--- src/design/script_tokenizer_assert.svh ---
// Assertion macros used by the tokenizer top level.
`ifndef SCRIPT_TOKENIZER_ASSERT_SVH
`define SCRIPT_TOKENIZER_ASSERT_SVH

`ifndef ASSERT_OFF
`define STOK_ASSERT(label, expr) \
  label: assert property (@(posedge clk) disable iff (rst) (expr)) \
    else $error("assertion failed");
`define STOK_ASSERT_IMPL(label, ante, cons) \
  label: assert property (@(posedge clk) disable iff (rst) (ante) |-> (cons)) \
    else $error("assertion failed");
`else
`define STOK_ASSERT(label, expr)
`define STOK_ASSERT_IMPL(label, ante, cons)
`endif

`endif

--- src/design/stok_pkg.sv ---
// Types, codes and decode functions of the script tokenizer.
package stok_pkg;

  localparam int QUEUE_DEPTH = 4;
  localparam int MAX_RES = 3;

  localparam logic [2:0] MODE_IDLE    = 3'd0;
  localparam logic [2:0] MODE_SLASH   = 3'd1;
  localparam logic [2:0] MODE_LITERAL = 3'd2;
  localparam logic [2:0] MODE_STRING  = 3'd3;
  localparam logic [2:0] MODE_COMMENT = 3'd4;

  localparam logic [2:0] KIND_CHAR    = 3'd0;
  localparam logic [2:0] KIND_LITEND  = 3'd1;
  localparam logic [2:0] KIND_STREND  = 3'd2;
  localparam logic [2:0] KIND_COMMENT = 3'd3;
  localparam logic [2:0] KIND_LSTART  = 3'd4;
  localparam logic [2:0] KIND_LEND    = 3'd5;
  localparam logic [2:0] KIND_EOF     = 3'd6;
  localparam logic [2:0] KIND_EOL     = 3'd7;

  localparam logic [7:0] CH_NUL   = 8'h00;
  localparam logic [7:0] CH_SLASH = 8'h2F;
  localparam logic [7:0] CH_QUOTE = 8'h22;
  localparam logic [7:0] CH_LBRACE = 8'h7B;
  localparam logic [7:0] CH_RBRACE = 8'h7D;
  localparam logic [7:0] CH_NL    = 8'h0A;
  localparam logic [7:0] CH_TAB   = 8'h09;
  localparam logic [7:0] CH_SPACE = 8'h20;
  localparam logic [7:0] CH_DOT   = 8'h2E;
  localparam logic [7:0] CH_UNDER = 8'h5F;

  typedef struct packed {
    logic [2:0] kind;
    logic [7:0] ch;
  } stok_res_t;

  typedef struct packed {
    logic [1:0]           count;
    stok_res_t [MAX_RES-1:0] res;
    logic [2:0]           mode_next;
  } stok_dec_t;

  typedef struct packed {
    logic       last;
    logic [7:0] ch;
    logic [2:0] kind;
  } stok_word_t;

  function automatic logic is_lit_char(logic [7:0] c);
    return (c >= 8'h61 && c <= 8'h7A) || (c >= 8'h41 && c <= 8'h5A) ||
           (c >= 8'h30 && c <= 8'h39) || c == CH_SLASH || c == CH_DOT ||
           c == CH_UNDER;
  endfunction

  function automatic stok_dec_t add_res(stok_dec_t d, logic [2:0] kind, logic [7:0] ch);
    stok_dec_t r;
    r = d;
    if (r.count != 2'd3) begin
      r.res[r.count].kind = kind;
      r.res[r.count].ch = (kind == KIND_CHAR) ? ch : 8'h00;
      r.count = r.count + 2'd1;
    end
    return r;
  endfunction

  function automatic stok_dec_t idle_byte(stok_dec_t d, logic nl, logic [7:0] c);
    stok_dec_t r;
    r = d;
    r.mode_next = MODE_IDLE;
    case (c)
      CH_NUL: r = add_res(r, KIND_EOF, 8'h00);
      CH_SPACE, CH_TAB: ;
      CH_NL: begin
        if (nl) r = add_res(r, KIND_EOL, 8'h00);
      end
      CH_LBRACE: r = add_res(r, KIND_LSTART, 8'h00);
      CH_RBRACE: r = add_res(r, KIND_LEND, 8'h00);
      CH_QUOTE: r.mode_next = MODE_STRING;
      CH_SLASH: r.mode_next = MODE_SLASH;
      default: begin
        r = add_res(r, KIND_CHAR, c);
        r.mode_next = MODE_LITERAL;
      end
    endcase
    return r;
  endfunction

  function automatic stok_dec_t literal_byte(stok_dec_t d, logic nl, logic [7:0] c);
    stok_dec_t r;
    r = d;
    if (c == CH_NUL) begin
      r = add_res(r, KIND_EOF, 8'h00);
      r.mode_next = MODE_IDLE;
    end else if (is_lit_char(c)) begin
      r = add_res(r, KIND_CHAR, c);
      r.mode_next = MODE_LITERAL;
    end else begin
      r = add_res(r, KIND_LITEND, 8'h00);
      r = idle_byte(r, nl, c);
    end
    return r;
  endfunction

endpackage

--- src/design/script_tokenizer.sv ---
// Top level of the script tokenizer: input register, decoder and result queue.
// A text byte is accepted in every cycle while the result queue has room for
// three words; it is held in the input register and decoded there, and its
// zero to three result words are written into a four-word queue at once.
// Words leave the queue one per cycle while m_tready is high, so the
// sustained rate is one byte per cycle for text that yields at most one word
// per byte, and lower for bytes that yield more words. tlast marks the final
// word caused by one byte.
`include "script_tokenizer_assert.svh"

module script_tokenizer (
  input  logic        clk,
  input  logic        rst,
  input  logic        cfg_wr_en,
  input  logic        cfg_wr_data,
  input  logic        s_tvalid,
  output logic        s_tready,
  input  logic [7:0]  s_tdata,   // [7:0] input_byte
  output logic        m_tvalid,
  input  logic        m_tready,
  output logic [15:0] m_tdata,   // [2:0] token_kind, [10:3] token_char, [15:11] zero
  output logic        m_tlast    // last
);

  localparam int PTR_W = $clog2(stok_pkg::QUEUE_DEPTH);
  localparam int CNT_W = PTR_W + 1;

  logic                newline_mode;
  logic [2:0]          mode;
  logic                byte_valid;
  logic [7:0]          byte_r;
  logic                move;
  logic                pop;
  stok_pkg::stok_dec_t dec;

  stok_pkg::stok_word_t queue [stok_pkg::QUEUE_DEPTH];
  logic [PTR_W-1:0]     wr_ptr;
  logic [PTR_W-1:0]     rd_ptr;
  logic [CNT_W-1:0]     count;
  logic [1:0]           push_n;

  stok_decode u_decode (
    .mode    (mode),
    .nl_mode (newline_mode),
    .c       (byte_r),
    .dec     (dec)
  );

  assign move     = byte_valid && (count <= CNT_W'(stok_pkg::QUEUE_DEPTH - stok_pkg::MAX_RES));
  assign push_n   = move ? dec.count : 2'd0;
  assign s_tready = !byte_valid || move;
  assign m_tvalid = (count != '0);
  assign pop      = m_tvalid && m_tready;
  assign m_tdata  = {5'd0, queue[rd_ptr].ch, queue[rd_ptr].kind};
  assign m_tlast  = queue[rd_ptr].last;

  always_ff @(posedge clk) begin
    if (rst) begin
      newline_mode <= 1'b0;
    end else if (cfg_wr_en) begin
      newline_mode <= cfg_wr_data;
    end
  end

  always_ff @(posedge clk) begin
    if (rst) begin
      byte_valid <= 1'b0;
      mode       <= stok_pkg::MODE_IDLE;
    end else begin
      if (s_tready) begin
        byte_valid <= s_tvalid;
      end
      if (move) begin
        mode <= dec.mode_next;
      end
    end
  end

  always_ff @(posedge clk) begin
    if (s_tvalid && s_tready) begin
      byte_r <= s_tdata;
    end
  end

  always_ff @(posedge clk) begin
    if (move) begin
      for (int i = 0; i < stok_pkg::MAX_RES; i++) begin
        if (2'(i) < dec.count) begin
          queue[wr_ptr + PTR_W'(i)] <= '{last: (2'(i) == dec.count - 2'd1),
                                         ch:   dec.res[i].ch,
                                         kind: dec.res[i].kind};
        end
      end
    end
  end

  always_ff @(posedge clk) begin
    if (rst) begin
      wr_ptr <= '0;
      rd_ptr <= '0;
      count  <= '0;
    end else begin
      wr_ptr <= wr_ptr + PTR_W'(push_n);
      if (pop) begin
        rd_ptr <= rd_ptr + PTR_W'(1);
      end
      count <= count + CNT_W'(push_n) - CNT_W'(pop);
    end
  end

  `STOK_ASSERT(a_count_bound, count <= CNT_W'(stok_pkg::QUEUE_DEPTH))
  `STOK_ASSERT(a_mode_legal, mode <= stok_pkg::MODE_COMMENT)
  `STOK_ASSERT_IMPL(a_count_track, !$past(rst),
    count == $past(count) + CNT_W'($past(push_n)) - CNT_W'($past(pop)))
  `STOK_ASSERT_IMPL(a_room_on_move, move,
    count + CNT_W'(dec.count) <= CNT_W'(stok_pkg::QUEUE_DEPTH))

endmodule

--- src/design/stok_decode.sv ---
// Decoder that turns one byte and the lexer mode into up to three result words.
module stok_decode (
  input  logic [2:0]          mode,
  input  logic                nl_mode,
  input  logic [7:0]          c,
  output stok_pkg::stok_dec_t dec
);

  stok_pkg::stok_dec_t d;

  always_comb begin
    d = '0;
    d.mode_next = mode;
    case (mode)
      stok_pkg::MODE_SLASH: begin
        if (c == stok_pkg::CH_NUL) begin
          d = stok_pkg::add_res(d, stok_pkg::KIND_EOF, 8'h00);
          d.mode_next = stok_pkg::MODE_IDLE;
        end else if (c == stok_pkg::CH_SLASH) begin
          d.mode_next = stok_pkg::MODE_COMMENT;
        end else begin
          d = stok_pkg::add_res(d, stok_pkg::KIND_CHAR, stok_pkg::CH_SLASH);
          d = stok_pkg::literal_byte(d, nl_mode, c);
        end
      end
      stok_pkg::MODE_LITERAL: d = stok_pkg::literal_byte(d, nl_mode, c);
      stok_pkg::MODE_STRING: begin
        if (c == stok_pkg::CH_NUL) begin
          d = stok_pkg::add_res(d, stok_pkg::KIND_EOF, 8'h00);
          d.mode_next = stok_pkg::MODE_IDLE;
        end else if (c == stok_pkg::CH_QUOTE) begin
          d = stok_pkg::add_res(d, stok_pkg::KIND_STREND, 8'h00);
          d.mode_next = stok_pkg::MODE_IDLE;
        end else begin
          d = stok_pkg::add_res(d, stok_pkg::KIND_CHAR, c);
        end
      end
      stok_pkg::MODE_COMMENT: begin
        if (c == stok_pkg::CH_NUL) begin
          d = stok_pkg::add_res(d, stok_pkg::KIND_EOF, 8'h00);
          d.mode_next = stok_pkg::MODE_IDLE;
        end else if (c == stok_pkg::CH_NL) begin
          d = stok_pkg::add_res(d, stok_pkg::KIND_COMMENT, 8'h00);
          d.mode_next = stok_pkg::MODE_IDLE;
        end
      end
      default: d = stok_pkg::idle_byte(d, nl_mode, c);
    endcase
  end

  assign dec = d;

endmodule
--- config.mk ---
export PLATFORM = sky130hd
export DESIGN_NAME = script_tokenizer
export DESIGN_NICKNAME = d
export VERILOG_FILES = /design/src/design/stok_pkg.sv /design/src/design/script_tokenizer.sv /design/src/design/stok_decode.sv
export VERILOG_INCLUDE_DIRS = /design/src /design/src/design
export SDC_FILE = /design/constraint.sdc
export NUM_CORES = 1
export LEC_CHECK = 0
export CORE_ASPECT_RATIO = 1.25
export CORE_MARGIN = 3
export CORE_UTILIZATION = 55
export DETAILED_ROUTE_END_ITERATION = 8
export DONT_BUFFER_PORTS = 1
export HOLD_SLACK_MARGIN = 0.05
export PLACE_DENSITY = 0.73
export SLEW_MARGIN = 20
export SYNTH_ARGS = -nofsm -noshare
export SYNTH_HDL_FRONTEND = slang
export SYNTH_SLANG_ARGS = --single-unit
--- constraint.sdc ---
create_clock -name clk -period 3.6 [get_ports clk]
set_clock_uncertainty 0.05 [all_clocks]
set_input_delay 0.54 -clock clk [delete_from_list [all_inputs] [get_ports clk]]
set_output_delay 0.54 -clock clk [all_outputs]
set_load 0.05 [all_outputs]
; ---- After elaboration in Yosys (flattened, before gate mapping)
; Memory sizes are Yosys's and may differ from the RTL's. A register that Yosys moved wholly into a read port is not among the register bits.
; Index checks and enable logic that the tools add are counted.
[word_totals]
in_bits = 14
mem_bits_rw = 48
elab_cells = 168
ff_bits = 20
mem_count = 1
[op_classes]
eq_ne = 20
magnitude_cmp = 16
n_reduce_logical = 24
muxes = 90
add_sub_neg = 10
[memory_table]
columns = memory, words, width, rd, rd_clocked_by_memory_dff, wr, line
row1 = queue, 4, 12, 1, 1, 3, script_tokenizer.sv:36  ; stok_pkg::stok_word_t queue [stok_pkg::QUEUE_DEPTH];
[ops]
columns = operator, n
row1 = $bwmux 33, 20
row2 = $mux 35, 15
row3 = $mux 38, 8
row4 = $pmux 35 s4, 2
row5 = $pmux 34 s5, 1
row6 = $pmux 38 s4, 1
row7 = $demux 11 s2, 6
row8 = $mux 11, 9
row9 = $mux 37, 2
row10 = $eq 8x6->1 const B, 4
row11 = $eq 8x7->1 const B, 3
row12 = $mux 8, 3
row13 = $pmux 3 s4, 2
row14 = $mux 2, 9
row15 = $eq 8x4->1 const B, 2
row16 = $ge 8x7->1 const B, 2
row17 = $le 8x7->1 const B, 2
row18 = $mux 13, 1
row19 = $add 2x1->2 const B, 5
row20 = $logic_and 1x1->1, 9
row21 = $lt 2x3->1 const B, 3
row22 = $mux 1, 9
row23 = $pmux 3 s3, 1
row24 = $ge 8x6->1 const B, 1
row25 = 27 further kinds, 40

; ---- Depth between registers and ports, before layout
[logic_depth]
depth_word = 32
mapped_depth = 17
depth_no_buf = 13

; ---- Modules after synthesis
; Synthesis repeated with hierarchy kept, for this count alone.
[hier_totals]
cells_unflattened = 542
hier_area_um2 = 5084.9
[modules_own_cells]
columns = mod, cells_each, area_per_inst_um2, n_inst
row1 = script_tokenizer, 381, 4083.9, 1
row2 = stok_decode, 161, 1001.0, 1

; ---- Worst setup path before layout
; No wires, ideal clock.
[synth_path]
path_kind = reg2reg
startpoint = register byte_r[2]
endpoint = register count[2]
arrival_time_ns = 3.344
period_less_slack_ns = 3.522
path_stages_with_launch = 17
setup_ns = 0.128
required_time_ns = 3.422
slack_ns = 0.078
cell_sequence = edfxtp_1 > buf_2 > nor4_4 > nor4b_1 > o22a_1 > a31oi_1 > a21oi_2 > buf_4 > buf_4 > nand2_1 > ha_1 > inv_1 > ha_1 > fa_1 > xor2_1 > xnor2_1 > nor2_1
[synth_via]
elab_chain_len = 14
elab_cells_between_ends = 40
cone_classes = add/sub (2) / order compare (6) / eq/ne (9) / mux (12) / reduce/logical (11)
[synth_rtl]
columns = element, line
row1 = start: declaration, script_tokenizer.sv:31  ; logic [7:0] byte_r;
row2 = start signal: assignment, script_tokenizer.sv:81  ; byte_r <= s_tdata;
row3 = $ge 8x7->1 / $le 8x7->1 (equally long branches), stok_pkg.sv:51  ; return (c >= 8'h61 && c <= 8'h7A) || (c >= 8'h41 && c <= 8'h5A) ||
row4 = $logic_and 1x1->1, stok_pkg.sv:51
row5 = $logic_or 1x1->1 (2 in a row), stok_pkg.sv:51
row6 = $logic_or 1x1->1 (3 in a row), stok_pkg.sv:52  ; (c >= 8'h30 && c <= 8'h39) || c == CH_SLASH || c == CH_DOT ||
row7 = $mux 38, stok_pkg.sv:95  ; end else if (is_lit_char(c)) begin
row8 = $mux 35, stok_decode.sv:19  ; end else if (c == stok_pkg::CH_SLASH) begin
row9 = $mux 38, stok_decode.sv:16  ; if (c == stok_pkg::CH_NUL) begin
row10 = $pmux 38 s4 (*), stok_decode.sv:14  ; case (mode)
row11 = $mux 2 (*), script_tokenizer.sv:50  ; assign push_n = move ? dec.count : 2'd0;
row12 = $add 3x2->3 (*), script_tokenizer.sv:107  ; count <= count + CNT_W'(push_n) - CNT_W'(pop);
row13 = $sub 3x1->3 (*), script_tokenizer.sv:107
row14 = end signal: assignment, script_tokenizer.sv:107
row15 = end: declaration, script_tokenizer.sv:39  ; logic [CNT_W-1:0] count;
; Every way passes the cells marked *; elsewhere a longest branch is shown, timed or not. The select of a mux whose other input is x is not followed.
; A chain may end at the register's enable or synchronous reset.

; ---- Worst setup path in the final report
[layout_path]
startpoint = register byte_r[5]
endpoint = register count[2]
; Same word-level chain as after synthesis.

==> flow_summary.toml <==
[status]
outcome = "finished, final reports clean"

[logic_synthesis]
synth_top_family_by_area = "compound AO/OA/AOI/OAI gates"
synth_top_flop_cell = "edfxtp_1"
synthSimpleGateAreaFrac_pct = 16.0
avgSynthCellArea_um2 = 10.7
synthAdderAreaFrac_pct = 1.59
synthMuxAreaShare_pct = 7.72
synth_area_leaders = "edfxtp_1 (38%), dfxtp_1 (6.4%), mux4_2 (6.1%), a22o_1 (4.0%), nand2_1 (2.8%)"
synth_enable_flop_cells = 56
yosysSeqAreaShare_pct = 44.5
syn_area_um2 = 4410
yosys.area.top_type = "edfxtp_1"
synth_compound_area_share_pct = 22.6
synth_top_area_share_pct = 38.2
ys_types = 72
yosysMostFrequentCell = "edfxtp_1"
synthXorXnorAreaFrac_pct = 2.58
synth-async-reset-ratio_pct = 0
synth-warning-count = 0
ys_ff_latch = 70
synth.cells.most_frequent = "edfxtp_1 (56), nand2_1 (33), nor2_1 (28)"
synthCells = 410

[power]
combPwrFrac_pct = 37.6
p_sw_share_pct = 40.0
net-switching-power_mw = 1.07
ir_drop_mv = 0.296
clockPowerShare_pct = 21.1
power.density_nw_per_um2 = 562
internal_power_mw = 1.60
seq_power_share_pct = 41.3
p_leak_nw = 1.66

[placed_design]
gp_congestion = 1.00
place_hpwl_um = 8100
dp_worst_setup_slack_ps = 176
io_buffers = 0

[drt]
met1Wirelength_um = 4430
initialDrtViolationCount = 432
vias = 3416
viasPerCell = 6.62
top_layer = "met4"
ant_nets = 0
wl_per_cell_um = 20.9
dr_wl_met2_um = 5350
wl_um = 10800
wl_met3_um = 660
first_pass_iters = 5
drc_errors = 0

[grt]
gr-total-overflow = 0
grt_max_degree = 22
antenna_found_initial = 0
grt_pass1_vias = 3377
grt_pass1_wl_um = 17500
grt.total_usage_pct = 24.9

[sta]
rsz0062_at_grt = "false"
tightest_slew_ps = 974
finalCritPeriodShare_pct = 93.3
hold_viol = 0
fin_crit_ps = 3360
postLayoutSetupSlackWorst_ps = 242
tns_ps = 0
fmax_ghz = 0.298
setup_viol = 0
relSlewSlack_pct = 34.3
drv_slew = 0

[floorplan]
io_pins = 33
core-area_um2 = 7580
die_area_um2 = 9130
start_util_pct = 58.2
die_w_um = 86.1
rows = 35
die_h_um = 106

[critical_path]
cp_top_family = "adder cells"
path_max_fanout = 12
start_kind = "flip-flop"
reg2reg_to = "count[2]$_SDFF_PP0_"
slowest_stage = "edfxtp_1"
critPathKind = "flip-flop to flip-flop"
cp.required_ps = 3790
r2r-start = "byte_r[5]$_DFFE_PP_"
rrSetupSlack_ps = 240
critPathMaxStageDelay_ps = 540
rr_worst_depth = 13
cp-end-kind = "flip-flop"
crit_top_cell = "ha_1"
crit_chain = "and4b_1, or3_1, a32oi_2, mux2i_1, a21oi_2, nand2_1, ha_1, inv_1, ha_1, fa_1, xor2_1, xnor2_1, nor2_1"
critPathBufInv = 1
arrival_ps = 3550

[clock_network]
hold_buffers = 0
htree_levels = 3
insertion_delay_ps = 350
max-clock-path-buffers = 2
numCtsBuffers = 9
clk_pin_slew_ps = 80
cts_tree = "done"
clock-root-buffer = "clkbuf_8"
clock_sinks = 70

[cells_and_area]
regArea_um2 = 1960
drive_gt1_share_pct = 17.2
fin_nets = 438
syn_to_final_growth_pct = 7.86
diodes = 0
multi_input_area_um2 = 2270
fillers = 595

[worst_hold_path]
hold_depth = 1
hold_class = "input port to flip-flop"
whs_endpoint = "wr_ptr[0]$_SDFF_PP0_"
min-delay-start = "rst"

[run]
maxCapViolations = 0
[power groups by stage]
stage / logic, mW / clock network, mW / registers (mW)
after floorplan: 0.892 / 0 / 1.05
after global placement: 0.977 / 0 / 1.12
after detailed placement: 0.991 / 0 / 1.13
after CTS: 0.996 / 0.576 / 1.11
after global routing: 1.08 / 0.610 / 1.12
final: 1.00 / 0.562 / 1.10
[cells by family (layout without fill, tap and decap cells)]
logic type / count (synthesis) / count (layout)
flip-flops: 70 / 70
other: 1 / 5
AND/OR/NAND/NOR: 126 / 126
adder cells (fa/ha/maj): 5 / 5
AO/OA/AOI/OAI: 133 / 133
buffers and inverters: 43 / 53
XOR/XNOR: 13 / 13
multiplexers: 19 / 19
[area by class of cell]
type                       count  area share [%]
tap                           92            2.42
timing repair buffer          25            3.95
multi-input combinational    301            47.7
sequential                    70            41.3
clock inverter                 6           0.974
clock buffer                  10            2.68
inverter                      12           0.948
[layout by cell type (no fill, tap or decap), drive strengths merged, types with 8 or more instances in the layout]
cell    count
nor2       30
o21a       13
dfxtp      14
a22o       21
nor2b       9
xnor2       8
a21oi      24
clkbuf     10
inv        13
edfxtp     56
o21ai      20
nand3       9
mux4       12
nor3        8
nand2      33
buf        25
[routing by layer]
metal	global-route usage (%)	vias to the layer above
met3	5.12	26
met2	40.1	147
met1	31.6	1650
li1	-	1593
met5	0	-
met4	12.0	0
[through the flow]
| step | power (mW) | std cells | instance area, um^2 | hold WS (ps) | util (%) |
|---|---|---|---|---|---|
| floorplan | 1.94 | 414 | 4420 | 433 | - |
| global placement | 2.10 | 499 | 4550 | 442 | 60.1 |
| detailed placement | 2.12 | 499 | 4550 | 450 | 60.1 |
| CTS | 2.68 | 515 | 4730 | 181 | 62.4 |
| global route | 2.82 | 516 | 4750 | 187 | 62.7 |
| finish | 2.67 | 516 | 4750 | 202 | 62.7 |
[what timing repair did]
item / in CTS / in global routing
buffers inserted: 0 / 1
setup endpoints to repair: 0 / 13
resized for setup: 0 / 3
[sequential cells by signal, indices dropped and copies added, names as in the netlist, named ones only]
signal        count
byte_r            8
byte_valid        1
count             3
mode              3
newline_mode      1
queue            48
rd_ptr            2
wr_ptr            2
[worst max-delay path by stage]
stage / slack, ps / startpoint / depth (start not counted) / end
floorplan: 80 / byte_r[2]$_DFFE_PP_ / 16 / count[2]$_SDFF_PP0_
global placement: 280 / byte_r[2]$_DFFE_PP_ / 13 / count[2]$_SDFF_PP0_
detailed placement: 180 / byte_r[2]$_DFFE_PP_ / 14 / count[2]$_SDFF_PP0_
CTS: 160 / byte_r[2]$_DFFE_PP_ / 14 / count[2]$_SDFF_PP0_
global route: 10 / byte_r[2]$_DFFE_PP_ / 14 / count[2]$_SDFF_PP0_
finish: 240 / byte_r[5]$_DFFE_PP_ / 13 / count[2]$_SDFF_PP0_
No activity file was read; power rests on OpenSTA's default activity.
